$ cat config.mk
export PLATFORM = sky130hd
export DESIGN_NAME = tccw_addr_unit
export DESIGN_NICKNAME = d
export VERILOG_FILES = /design/src/hdl/tccw_addr_unit.sv
export SDC_FILE = /design/constraint.sdc
export NUM_CORES = 1
export LEC_CHECK = 0
export BUFFER_PORTS_ARGS = -buffer_cell sky130_fd_sc_hd__buf_4
export CAP_MARGIN = 15
export CORE_MARGIN = 2
export CORE_UTILIZATION = 45
export CTS_BUF_LIST = sky130_fd_sc_hd__clkbuf_4 sky130_fd_sc_hd__clkbuf_8
export DETAILED_ROUTE_END_ITERATION = 8
export GPL_TIMING_DRIVEN = 0
export PLACE_DENSITY_LB_ADDON = 0.25
export SETUP_SLACK_MARGIN = 0.3
export SLEW_MARGIN = 30
export SYNTH_ARGS = -nofsm -noshare
export SYNTH_HDL_FRONTEND = slang
export SYNTH_SLANG_ARGS = --single-unit
$ cat constraint.sdc
create_clock -name clk -period 6 [get_ports clk]
set_input_delay 1.5 -clock clk [delete_from_list [all_inputs] [get_ports clk]]
set_output_delay 1.5 -clock clk [all_outputs]
set_load 0.02 [all_outputs]
$ cat src/hdl/tccw_addr_unit.sv
// ----------------------------------------------------------------------------
// tccw_addr_unit
// Shared registered multiply-add: linear cell addresses and screen size.
// ----------------------------------------------------------------------------
module tccw_addr_unit #(
  parameter int A_W   = 7,
  parameter int B_W   = 8,
  parameter int OUT_W = 14
) (
  input  logic             clk,
  input  logic [A_W-1:0]   a,
  input  logic [B_W-1:0]   b,
  input  logic [B_W-1:0]   addend,
  output logic [OUT_W-1:0] sum
);

  localparam int PW = A_W + B_W + 1;

  logic [PW-1:0]    full;
  logic [OUT_W-1:0] sum_r;

  assign full = PW'(a) * PW'(b) + PW'(addend);

  always_ff @(posedge clk) begin
    sum_r <= full[OUT_W-1:0];
  end

  assign sum = sum_r;

endmodule

==> metrics.md <==
| Metric | Value |
|---|---|
| Max frequency | 189 MHz |
| Critical Path RT | roughly 6.1 ns |
| Num Clock Sinks | 14 |
| Seq/Total Area, Yosys | between 10% and 20% |
| Synth cell types | 28 |
| Crit path max fanout | 8 |
| Largest net degree at the start of global routing | 9 |
| Fin cells | around 360 |
| Pwr Density | ~350 nW/um^2 |
| Max-Slew Margin vs Limit | between 80% and 90% |
| Xor/xnor cell area share of the yosys netlist | about 5.3% |
| Wire length per cell | between 10 and 15 um |
| Synth warn | 0 |
| Drt first-iter violations | 46 |
| Largest family of logic cells by synthesized area | adder cells |
| Mapped Area | ~2300 sq um |
| CTS Root Cell | clkbuf_8 |
| Overflow after GRT | 0 |
| # IOs | 38 |
| Syn_nets | approximately 340 |
| Design Power | 959 uW |
| Area leader, netlist | fa_1 |
| Peak VDD IR | between 0.2 and 0.25 mV |
| Chip Width | ~76 um |
| Vias in the first global route | 1740 |
| CTS tree | done |
| Startpoint types | input port |
| Number of H-tree levels | 1 |
| Core box area | roughly 5000 sq um |
| Top cells by area, synth | fa_1, ha_1, dfxtp_1 |
| Post-synthesis mux area share | 0% |
| Routed Antenna Nets | 0 |
| Worst min-delay path startpoint | addend[0] |
| Status | completed |
| Die area | 5730 sq um |
| WS Path Type | input port to register |
| Initial antenna violation count | 0 |
| Total Routed Length | around 4300 um |
| Post-DP HPWL | 3660 um |
| Vias | 1729 |
| RSZ-0062 raised after global routing | false |
| Port bufs | 37 |
| Synthesis-to-layout area growth | 18.2% |
| Worst-case clock buffer depth | 2 |
| Critical Path End Type | register |
| DRT Pass-1 Iters | 4 |
| Fin. max-slew vios | 0 |
| Layout cells sized above 1 | approximately 15% |
| Starting density of the core | around 46% |
| Layout Nets | just under 400 |
| Worst slew pin tran | about 0.3 ns |
| Yosys reg bits | 14 |
| Post-CTS Setup Inserts | 0 |
| Post-Synthesis Mean Instance Area | between 9 and 10 sq um |
| Hold_buf cts | 0 |
| Arr. time, crit path | about 5.4 ns |
| Hold Path Class | input port to register |
| Simple-gate share of the synthesized area | 17.3% |
| Post-synthesis compound-gate area fraction | 6.27% |
| Max FFs per register | 14 |
| GPL Wtd Cong | roughly 0.8 |
| Number of setup violations in the final report | 0 |
| Clock transition at path regs | 0.06 ns |
| Hold Path End | sum[0] |
| Hold path cells | 2 |
| Final Hold Viols | 0 |
| Ant diodes | 0 |
| Row Count | 26 |
| Number of CTS-inserted buffers | 3 |
| Synth Area in Adders | between 40% and 50% |
| Leak | roughly 1.5 nW |
| DRC Markers | 0 |
| Vias per inst | between 4 and 5 |
| Maxcap violations | 0 |
| Die Y | roughly 76 um |
| Top cell type's share of synthesized area | 31.1% |
| First-pass GRT wire length | approximately 7400 um |
| Final min period | 5.28 ns |
| Period Utilization, post-route | 88.0% |
| Global Route Usage Sum | between 10% and 20% |
| Post-CTS Resized | 0 |
| Cell count after synthesis | 251 |
| Total Neg Setup Slack | 0 ns |
| Layout Utilization | 54.2% |
| Placed insts | around 360 |
power breakdown:
group | internal [mW] | switching [mW]
Clock | 0.0581 | 0.0324
Sequential | 0.145 | 0.0102
Combinational | 0.320 | 0.394
Total | 0.523 | 0.436
cell usage after synthesis:
cell type and n:
and3_1 1, o21a_1 1, and4_2 2, dfxtp_1 14, o21ai_0 1, and4b_1 1, nand3_1 2, a21oi_2 1
a21oi_1 7, inv_1 62, a31oi_1 1, nor2b_1 1, xor2_1 4, a21o_1 3, ha_1 33, o211a_1 1
nor2_1 1, nor3_1 2, a221oi_1 1, a221oi_2 1, fa_1 36, nand2_1 22, xnor2_1 10, a211o_1 1
or2_1 1, and2_1 38, nand3b_1 1, o2111ai_1 2
final cells by class:
cell class	instances	area [sq um]
Inverter	62	233
Tap cell	70	87.6
Sequential cell	14	280
Multi-Input combinational cell	175	1800
Clock buffer	4	55.1
Fill cell	515	2310
Timing Repair Buffer	37	278
worst max path at each step:
stage | start | endpoint | slack, ns | cells past startpoint
after floorplan | a[6] | sum[13] | 0.79 | 13
after global placement | a[6] | sum[13] | 0.47 | 14
after detailed placement | a[6] | sum[13] | 0.46 | 14
after CTS | a[6] | sum[13] | 0.71 | 14
after global routing | b[3] | sum[11] | 0.49 | 16
final | a[6] | sum[13] | 0.72 | 14
cells by family after synthesis:
group | after synthesis
simple gates | 72
fa+ha+maj | 69
buf+inv | 62
compound gates | 20
xor+xnor | 14
flops | 14
critical path: stages:
cell      delay, ns
buf_4          0.14
and2_1         0.17
fa_1           0.51
fa_1           0.52
fa_1           0.56
inv_1          0.06
fa_1           0.53
inv_1          0.04
ha_1           0.36
or2_1          0.26
and4b_1        0.22
and3_1         0.19
a221oi_2       0.23
xnor2_1        0.10
layout by cell type (no fill, tap or decap):
cell,Yosys,layout
a211o_1,1,1
a21o_1,3,3
a21oi_1,7,7
a21oi_2,1,1
a221oi_1,1,1
a221oi_2,1,1
a31oi_1,1,1
and2_1,38,38
and3_1,1,1
and4_2,2,2
and4b_1,1,1
buf_4,0,37
clkbuf_8,0,4
dfxtp_1,14,14
fa_1,36,36
ha_1,33,33
inv_1,62,62
nand2_1,22,22
nand3_1,2,2
nand3b_1,1,1
nor2_1,1,1
nor2b_1,1,1
nor3_1,2,2
o2111ai_1,2,2
o211a_1,1,1
o21a_1,1,1
o21ai_0,1,1
or2_1,1,1
xnor2_1,10,10
xor2_1,4,4
stage by stage:
stage          hold slack, ns  cell area [sq um]  worst slack, ns
3_3_place_gp             1.73               2680            0.471
5_1_grt                  1.48               2740            0.486
6_report                 1.48               2740            0.720
3_5_place_dp             1.73               2680            0.460
2_1_floorplan            1.63               2310            0.792
4_1_cts                  1.47               2740            0.706
layer usage:
| layer | vias up | routed length [um] | track usage [%] |
|---|---|---|---|
| met2 | 33 | 2270 | 29.9 |
| met1 | 847 | 1850 | 22.2 |
| met5 | - | 0 | 0 |
| met4 | 0 | 0 | 2.34 |
| met3 | 0 | 136 | 2.78 |
| li1 | 849 | - | - |
No activity file was read; power rests on OpenSTA's default activity.
